**config.mk**
```make
export PLATFORM = sky130hd
export DESIGN_NAME = sorted_priority_queue_unit_flat
export DESIGN_NICKNAME = d
export VERILOG_FILES = /design/src/design/spq_pkg.sv /design/src/design/spq_if.sv /design/src/design/spq_cell.sv /design/src/design/sorted_priority_queue_unit.sv /design/src/flat_wrapper.sv
export SDC_FILE = /design/constraint.sdc
export NUM_CORES = 2
export LEC_CHECK = 0
export BUFFER_PORTS_ARGS = -buffer_cell sky130_fd_sc_hd__buf_2
export CAP_MARGIN = 0
export CORE_ASPECT_RATIO = 1.1
export CORE_UTILIZATION = 32
export DETAILED_ROUTE_END_ITERATION = 6
export GPL_ROUTABILITY_DRIVEN = 0
export SLEW_MARGIN = 20
export SYNTH_ARGS = -nofsm -noshare
export SYNTH_HDL_FRONTEND = slang
export SYNTH_SLANG_ARGS = --single-unit
export TNS_END_PERCENT = 30
```
**constraint.sdc**
```tcl
create_clock -name clk -period 9.27 [get_ports clk]
set_input_delay 0.927 -clock clk [delete_from_list [all_inputs] [get_ports clk]]
set_output_delay 0.927 -clock clk [all_outputs]
set_load 0.01 [all_outputs]
```
**src/design/spq_pkg.sv**
```systemverilog
`timescale 1ns / 1ps
// ----------------------------------------------------------------------------
// spq_pkg
// Shared types and constants for the sorted priority queue.
// ----------------------------------------------------------------------------
package spq_pkg;

  localparam int DEPTH_DEF = 32;
  localparam int CMD_W     = 2;
  localparam int TAG_W     = 32;
  localparam int PRIO_W    = 16;
  localparam int STATUS_W  = 2;
  localparam int OCC_W     = 6;

  typedef enum logic [CMD_W-1:0] {
    CMD_ENQ = 2'd0,
    CMD_DEQ = 2'd1,
    CMD_CLR = 2'd2
  } cmd_t;

  typedef enum logic [STATUS_W-1:0] {
    ST_OK    = 2'd0,
    ST_FULL  = 2'd1,
    ST_EMPTY = 2'd2
  } status_t;

  // broadcast to every cell
  typedef struct packed {
    logic                     enq;
    logic                     deq;
    logic                     clr;
    logic [TAG_W-1:0]         tag;
    logic signed [PRIO_W-1:0] prio;
  } cell_ctl_t;

  // what a cell shows its neighbors
  typedef struct packed {
    logic                     occ;
    logic                     cmp;
    logic [TAG_W-1:0]         tag;
    logic signed [PRIO_W-1:0] prio;
  } link_t;

  // left of the head cell: always occupied, never beaten
  localparam link_t LINK_HEAD = '{occ: 1'b1, cmp: 1'b0, tag: '0, prio: '0};
  // right of the tail cell: empty
  localparam link_t LINK_TAIL = '{occ: 1'b0, cmp: 1'b1, tag: '0, prio: '0};

endpackage

```
**src/design/spq_if.sv**
```systemverilog
`timescale 1ns / 1ps
// ----------------------------------------------------------------------------
// spq_if
// Request and response channels of the sorted priority queue.
// ----------------------------------------------------------------------------
interface spq_req_if;
  logic                             valid;
  logic                             ready;
  logic [spq_pkg::CMD_W-1:0]        cmd;
  logic [spq_pkg::TAG_W-1:0]        payload;
  logic signed [spq_pkg::PRIO_W-1:0] prio;

  modport source (output valid, cmd, payload, prio, input ready);
  modport sink   (input valid, cmd, payload, prio, output ready);
endinterface

interface spq_rsp_if;
  logic                          valid;
  logic                          ready;
  logic [spq_pkg::TAG_W-1:0]     out_payload;
  logic                          out_valid;
  logic [spq_pkg::STATUS_W-1:0]  status;
  logic [spq_pkg::OCC_W-1:0]     occupancy;
  logic                          is_empty;
  logic                          is_full;

  modport source (output valid, out_payload, out_valid, status, occupancy, is_empty,
                  is_full, input ready);
  modport sink   (input valid, out_payload, out_valid, status, occupancy, is_empty,
                  is_full, output ready);
endinterface

```
**src/design/spq_cell.sv**
```systemverilog
`timescale 1ns / 1ps
// ----------------------------------------------------------------------------
// spq_cell
// One slot of the sorted chain: holds an entry, shifts right on insert and
// left on removal.
// ----------------------------------------------------------------------------
module spq_cell (
  input  logic               clk,
  input  logic               rst,
  input  spq_pkg::cell_ctl_t ctl,
  input  spq_pkg::link_t     left,
  input  spq_pkg::link_t     right,
  output spq_pkg::link_t     self
);

  logic                             occ;
  logic [spq_pkg::TAG_W-1:0]        tag;
  logic signed [spq_pkg::PRIO_W-1:0] prio;
  logic                             cmp;

  // chain is sorted, so cmp is a thermometer; insert point is where it rises
  assign cmp = !occ || (ctl.prio > prio);

  always_ff @(posedge clk) begin
    if (rst) begin
      occ <= 1'b0;
    end else if (ctl.clr) begin
      occ <= 1'b0;
    end else if (ctl.enq) begin
      occ <= left.occ;
    end else if (ctl.deq) begin
      occ <= right.occ;
    end
  end

  always_ff @(posedge clk) begin
    if (ctl.enq && cmp) begin
      if (left.cmp) begin
        tag  <= left.tag;
        prio <= left.prio;
      end else begin
        tag  <= ctl.tag;
        prio <= ctl.prio;
      end
    end else if (ctl.deq) begin
      tag  <= right.tag;
      prio <= right.prio;
    end
  end

  assign self = '{occ: occ, cmp: cmp, tag: tag, prio: prio};

  a_sorted: assert property (@(posedge clk) disable iff (rst)
    (occ && right.occ) |-> (prio >= right.prio))
    else $error("chain out of order");

  a_occ_contig: assert property (@(posedge clk) disable iff (rst)
    occ |-> left.occ)
    else $error("hole in occupied cells");

  a_clr_empty: assert property (@(posedge clk) disable iff (rst)
    ctl.clr |=> !occ)
    else $error("cell still occupied after clear");

endmodule

```
**src/design/sorted_priority_queue_unit.sv**
```systemverilog
`timescale 1ns / 1ps
// ----------------------------------------------------------------------------
// sorted_priority_queue_unit
// Bounded priority queue kept in descending priority order in a row of cells.
// ----------------------------------------------------------------------------
// Takes one request (enqueue, dequeue, clear) per clock and returns its
// response in the next cycle from an output register; a request is taken
// while the response register is empty or being drained. Every cell decides
// its own move from its local compare and its left neighbor's compare, so
// all cells move at once on an insert or a removal, whatever the fill, with
// equal priorities leaving first-in, first-out. Full enqueues and empty
// dequeues leave the queue alone and report an error status. No clearing
// pass is needed after reset.
module sorted_priority_queue_unit #(
  parameter int DEPTH = spq_pkg::DEPTH_DEF
) (
  input logic      clk,
  input logic      rst,
  spq_req_if.sink  req,
  spq_rsp_if.source rsp
);

  localparam int CNT_W = $clog2(DEPTH + 1);

  logic [CNT_W-1:0]     count;
  logic [CNT_W-1:0]     count_next;
  logic                 full;
  logic                 empty;
  logic                 acc;
  spq_pkg::cell_ctl_t   ctl;
  spq_pkg::link_t       lnk [DEPTH];
  logic [DEPTH-1:0]     occ_vec;
  spq_pkg::status_t     st_next;
  logic                 ov_next;

  assign full  = (count == CNT_W'(DEPTH));
  assign empty = (count == '0);
  assign req.ready = !rsp.valid || rsp.ready;
  assign acc = req.valid && req.ready;

  always_comb begin
    ctl      = '{enq: 1'b0, deq: 1'b0, clr: 1'b0, tag: req.payload, prio: req.prio};
    count_next = count;
    st_next  = spq_pkg::ST_OK;
    ov_next  = 1'b0;
    if (acc) begin
      unique case (spq_pkg::cmd_t'(req.cmd))
        spq_pkg::CMD_ENQ: begin
          if (full) begin
            st_next = spq_pkg::ST_FULL;
          end else begin
            ctl.enq    = 1'b1;
            count_next = count + 1'b1;
          end
        end
        spq_pkg::CMD_DEQ: begin
          if (empty) begin
            st_next = spq_pkg::ST_EMPTY;
          end else begin
            ctl.deq    = 1'b1;
            ov_next    = 1'b1;
            count_next = count - 1'b1;
          end
        end
        spq_pkg::CMD_CLR: begin
          ctl.clr    = 1'b1;
          count_next = '0;
        end
        default: begin
        end
      endcase
    end
  end

  genvar gi;
  generate
    for (gi = 0; gi < DEPTH; gi++) begin : g_cell
      spq_pkg::link_t lft;
      spq_pkg::link_t rgt;
      if (gi == 0) begin : g_head
        assign lft = spq_pkg::LINK_HEAD;
      end else begin : g_mid_l
        assign lft = lnk[gi-1];
      end
      if (gi == DEPTH - 1) begin : g_tail
        assign rgt = spq_pkg::LINK_TAIL;
      end else begin : g_mid_r
        assign rgt = lnk[gi+1];
      end
      spq_cell u_cell (
        .clk   (clk),
        .rst   (rst),
        .ctl   (ctl),
        .left  (lft),
        .right (rgt),
        .self  (lnk[gi])
      );
      assign occ_vec[gi] = lnk[gi].occ;
    end
  endgenerate

  always_ff @(posedge clk) begin
    if (rst) begin
      count     <= '0;
      rsp.valid <= 1'b0;
    end else begin
      count <= count_next;
      if (acc) begin
        rsp.valid <= 1'b1;
      end else if (rsp.ready) begin
        rsp.valid <= 1'b0;
      end
    end
  end

  always_ff @(posedge clk) begin
    if (acc) begin
      rsp.out_payload <= ov_next ? lnk[0].tag : '0;
      rsp.out_valid   <= ov_next;
      rsp.status      <= st_next;
      rsp.occupancy   <= spq_pkg::OCC_W'(count_next);
      rsp.is_empty    <= (count_next == '0);
      rsp.is_full     <= (count_next == CNT_W'(DEPTH));
    end
  end

  a_occ_count: assert property (@(posedge clk) disable iff (rst)
    $countones(occ_vec) == int'(count))
    else $error("cell occupancy disagrees with count");

  a_count_bound: assert property (@(posedge clk) disable iff (rst)
    count <= CNT_W'(DEPTH))
    else $error("count above capacity");

  a_deq_head: assert property (@(posedge clk) disable iff (rst)
    (acc && ctl.deq) |=> (rsp.out_valid && rsp.out_payload == $past(lnk[0].tag)))
    else $error("dequeue did not return head");

  a_deq_empty: assert property (@(posedge clk) disable iff (rst)
    (acc && req.cmd == spq_pkg::CMD_DEQ && empty) |=>
      (rsp.valid && rsp.status == spq_pkg::ST_EMPTY && !rsp.out_valid))
    else $error("empty dequeue not flagged");

endmodule

```
**src/flat_wrapper.sv**
```systemverilog
// flat-port wrapper written by rule: the top's interface ports become plain ports
module sorted_priority_queue_unit_flat 
#(
  parameter int DEPTH = spq_pkg::DEPTH_DEF
)
  (clk, rst, req_valid, req_cmd, req_payload, req_prio, req_ready, rsp_valid, rsp_out_payload, rsp_out_valid, rsp_status, rsp_occupancy, rsp_is_empty, rsp_is_full, rsp_ready);
  spq_req_if req_i ();
  spq_rsp_if rsp_i ();
  input logic clk;
  input logic rst;
  input wire logic [$bits(req_i.valid)-1:0] req_valid;
  input wire logic [$bits(req_i.cmd)-1:0] req_cmd;
  input wire logic [$bits(req_i.payload)-1:0] req_payload;
  input wire logic [$bits(req_i.prio)-1:0] req_prio;
  output wire logic [$bits(req_i.ready)-1:0] req_ready;
  output wire logic [$bits(rsp_i.valid)-1:0] rsp_valid;
  output wire logic [$bits(rsp_i.out_payload)-1:0] rsp_out_payload;
  output wire logic [$bits(rsp_i.out_valid)-1:0] rsp_out_valid;
  output wire logic [$bits(rsp_i.status)-1:0] rsp_status;
  output wire logic [$bits(rsp_i.occupancy)-1:0] rsp_occupancy;
  output wire logic [$bits(rsp_i.is_empty)-1:0] rsp_is_empty;
  output wire logic [$bits(rsp_i.is_full)-1:0] rsp_is_full;
  input wire logic [$bits(rsp_i.ready)-1:0] rsp_ready;
  assign req_i.valid = req_valid;
  assign req_i.cmd = req_cmd;
  assign req_i.payload = req_payload;
  assign req_i.prio = req_prio;
  assign req_ready = req_i.ready;
  assign rsp_valid = rsp_i.valid;
  assign rsp_out_payload = rsp_i.out_payload;
  assign rsp_out_valid = rsp_i.out_valid;
  assign rsp_status = rsp_i.status;
  assign rsp_occupancy = rsp_i.occupancy;
  assign rsp_is_empty = rsp_i.is_empty;
  assign rsp_is_full = rsp_i.is_full;
  assign rsp_i.ready = rsp_ready;
  sorted_priority_queue_unit #(.DEPTH(DEPTH)) u_core (.clk(clk), .rst(rst), .req(req_i), .rsp(rsp_i));
endmodule
```
==> impl_results.md <==
* Sw power at just over 0.005 W
* Grt met1 use at 0.256
* Syn Area/Cell at 10.3 um2
* Worst path required time at about 9.8 ns
* R2R cell count at 11
* Reg-to-Reg End: u_core.g_cell[7].u_cell.tag[20]$_DFFE_PP_
* Port Buf Inserts at 98
* M2 GR Usage at 0.329
* Crit end category: register
* Worst slew margin at 0.193
* Vias per inst at 5.99
* Number of synthesized register bits at ~1600
* Area contributors post-synth: edfxtp_1 46%, mux2i_1 9.5%, ha_1 6.3%
* # setup viols final at 0
* Compound-cell area share of the yosys netlist at 0.182
* Busiest grt layer: met2
* CTS buffer count at 185
* Clk sinks at roughly 1600
* Final hold vios at 0
* Initial antenna violation count at 2
* Total Neg Setup Slack at 0 ns
* CORE AREA at about 0.32 mm2
* Die area at ~0.32 mm2
* CP arrival at between 5 and 6 ns
* Yosys top cell by area: edfxtp_1
* Clock latency on the worst-skew pair at 0.89 ns
* Chip Width at around 540 um
* Placed insts at 13600
* Syn Nets at ~11000
* Mapped Cells at approximately 10000
* Layout cell share with drive strength beyond 1 at 0.104
* Tcrit/Tclk final at 0.530
* Min cycle time layout at 4.91 ns
* Total grt overflow at 0
* Drt pass-1 iters at 7
* Ports at ~100
* Mapped cell area at between 0.1 and 0.15 mm2
* Simple-gate share of the synthesized area at 0.0974
* Hold Path Sink: u_core.rsp.valid$_SDFFE_PP0P_
* Buffer count from post-CTS setup fixing at 0
* Most used DFF post-synth: edfxtp_1
* Post-DP HPWL at ~220000 um
* Clock-pin slew on the worst setup and hold paths at roughly 0.06 ns
* Synth unique cells at around 110
* Post-Synth XOR/XNOR Area at 0.0000852
* Number of remaining DRC errors at 86
* Count of pins over their slew limit at 0
* EDFF count, synth at between 1500 and 2000
* Root buf cell: clkbuf_16
* M3 GR Usage at 0.0292
* Largest family of logic cells by synthesized area: compound AO/OA/AOI/OAI gates
* Routed len/inst at ~24 um
* Clock Power Share at 0.394
* CP max FO at 98
* Synth Warn # at 0
* Clk buf depth at 4
* Lkg Pwr at between 40 and 50 nW
* Hold WC Path Type: input pin to register
* Combinational share of power at 0.139
* Pwr dens at 165 mW/mm2
* DR iter-0 viols at about 10000
* Crit path launch type: input pin
* Max Freq at approximately 0.20 GHz
* FF-to-FF setup slack at about 4.5 ns
* Post-CTS Resized at 0
* Hold buffers post-CTS at 0
* Max IR drop VDD at between 0.15 and 0.2 mV
* Unrepaired setup endpoints after global routing: false
* CTS tree: built
* Antenna-violating nets left at 0
* Max Cap Violations at 0
* Sequential power share at 0.467
* P&R area growth vs syn at 9.69%
* Cell row count at about 220
* Starting Density at 0.323
* Total Wirelength at 334000 um
* Clk_skew at between 0.05 and 0.06 ns
* Sequential share of the synthesized area at 0.469
* Hold path cells at 2
* Critical hold path startpoint: rst
* CTS H-tree depth at 4
* Multiplexer share of the synthesized area at 0.129
* Post-Synth Adder-Cell Area at 0.0626
* GRT Util Overall at 0.198
* Number of standard cells in the final layout excluding fillers at about 14000
* Cell area after layout at approximately 0.11 mm2
* Failing checks: DRC
* First-pass GRT wire length at ~510000 um
* Layout Nets at ~10000
* Internal Pwr Total at between 0.01 and 0.015 W
* Placement Cell Area at 0.107 mm2
* Fin util at 0.354
* Crit Path Category: input pin to register
* Status: finished, violations left
* Critical R2R Launch: u_core.g_cell[7].u_cell.prio[15]$_DFFE_PP_
* Slew at the pin with the worst max-slew slack at between 1 and 1.5 ns
* Switching Share at 0.278
* Vias in the first global route at between 80000 and 90000
* Ys async rst share at 0
* Die Y at approximately 600 um
* Largest net degree at the start of global routing at between 90 and 100
* Total number of vias at 83700
* Synth top area share at 0.461
## worst max-delay path by stage
stage	startpoint	to
after floorplan	req_prio[0]	u_core.g_cell[3].u_cell.prio[0]$_DFFE_PP_
after global placement	req_prio[0]	u_core.g_cell[2].u_cell.tag[20]$_DFFE_PP_
after detailed placement	req_prio[0]	u_core.g_cell[2].u_cell.tag[17]$_DFFE_PP_
after CTS	req_prio[0]	u_core.g_cell[2].u_cell.tag[23]$_DFFE_PP_
after global routing	req_prio[15]	u_core.g_cell[7].u_cell.tag[20]$_DFFE_PP_
final	req_prio[15]	u_core.g_cell[7].u_cell.tag[20]$_DFFE_PP_
## registers in the layout (all words and copies together), names as in the netlist
register,count
u_core.rsp.occupancy,6
u_core.g_cell.u_cell.tag,1024
u_core.rsp.is_full,1
u_core.rsp.out_valid,1
u_core.rsp.out_payload,32
u_core.g_cell.u_cell.prio,512
u_core.count,6
u_core.rsp.valid,1
u_core.rsp.status,2
u_core.rsp.is_empty,1
u_core.g_cell.u_cell.occ,32
## metal layers
layer	vias to the layer above	part of all wire
met5	-	0
li1	37000	-
met1	42100	0.41
met3	749	0.077
met4	0	0.041
met2	3890	0.47
## stage by stage
step | worst slack (ns) | hold slack (ns) | total power [W]
after CTS | 4.47 | 0.311 | 0.0187
after global routing | 4.19 | 0.367 | 0.0192
final | 4.36 | 0.368 | 0.0186
after global placement | 3.50 | 0.511 | 0.0113
after floorplan | 1.44 | 0.478 | 0.0105
after detailed placement | 3.58 | 0.512 | 0.0114
## synthesized netlist by cell type, drive strengths merged, types with 14 or more instances
cell    instances
dfxtp          39
nor3b          39
clkbuf        640
o22ai          19
nand2b         42
a211oi         45
or3            14
and4           27
ha            515
o21ai         786
a311oi         36
a32o           33
nor2          718
mux2          311
nand2         725
a22oi          93
a21o           87
a31oi         169
a22o          233
nor3           54
o31ai          18
buf           304
nor2b          41
nand4         107
a21oi         876
edfxtp       1579
inv           567
nor4           26
and3           91
nand3         242
o211ai         91
mux2i         975
or2            28
o21a           15
a222oi        297
## layout make-up
| cell class | count | area, um2 |
|---|---|---|
| fillers | 31800 | 206000 |
| clock inverters | 83 | 717 |
| diodes | 3 | 7.51 |
| multi-input cells | 6887 | 49300 |
| clock buffers | 244 | 5000 |
| flip-flops and latches | 1618 | 48200 |
| repair buffers | 306 | 2140 |
| inverters | 568 | 2130 |
| well taps | 4270 | 5340 |
## power groups by stage
stage                     clock network (W)  logic, W  registers [W]
final                               0.00733   0.00258        0.00867
after global routing                0.00766   0.00281        0.00870
after CTS                           0.00745   0.00254        0.00867
after detailed placement                  0   0.00253        0.00882
after global placement                    0   0.00246        0.00882
after floorplan                           0   0.00176        0.00872
## worst max-delay path, stage by stage
cell and delay (ns):
buf_4 0.22, buf_4 0.34, ha_2 0.25, buf_4 0.83, nand2_1 0.11, o21ai_0 0.47, or3_1 0.23, xnor2_1 0.10
a31oi_4 0.20, buf_4 0.71, nand2_2 0.41, buf_4 0.47
## kinds of logic after synthesis
logic type	count (synthesis)
simple gates	2195
buf+inv	1512
mux	1286
xor+xnor	1
flops	1618
fa+ha+maj	515
compound gates	2890
## cell usage in the layout, fill, tap and decap left out, drive strengths merged, types with 233 or more instances in the layout
master and instances:
edfxtp 1579, clkbuf 244, nor2 718, o21ai 786
ha 515, a21oi 876, a22o 233, mux2 311
nand3 242, inv 573, mux2i 975, buf 306
nand2 725, a222oi 297
Note: power is estimated with default switching activity, not from simulation.
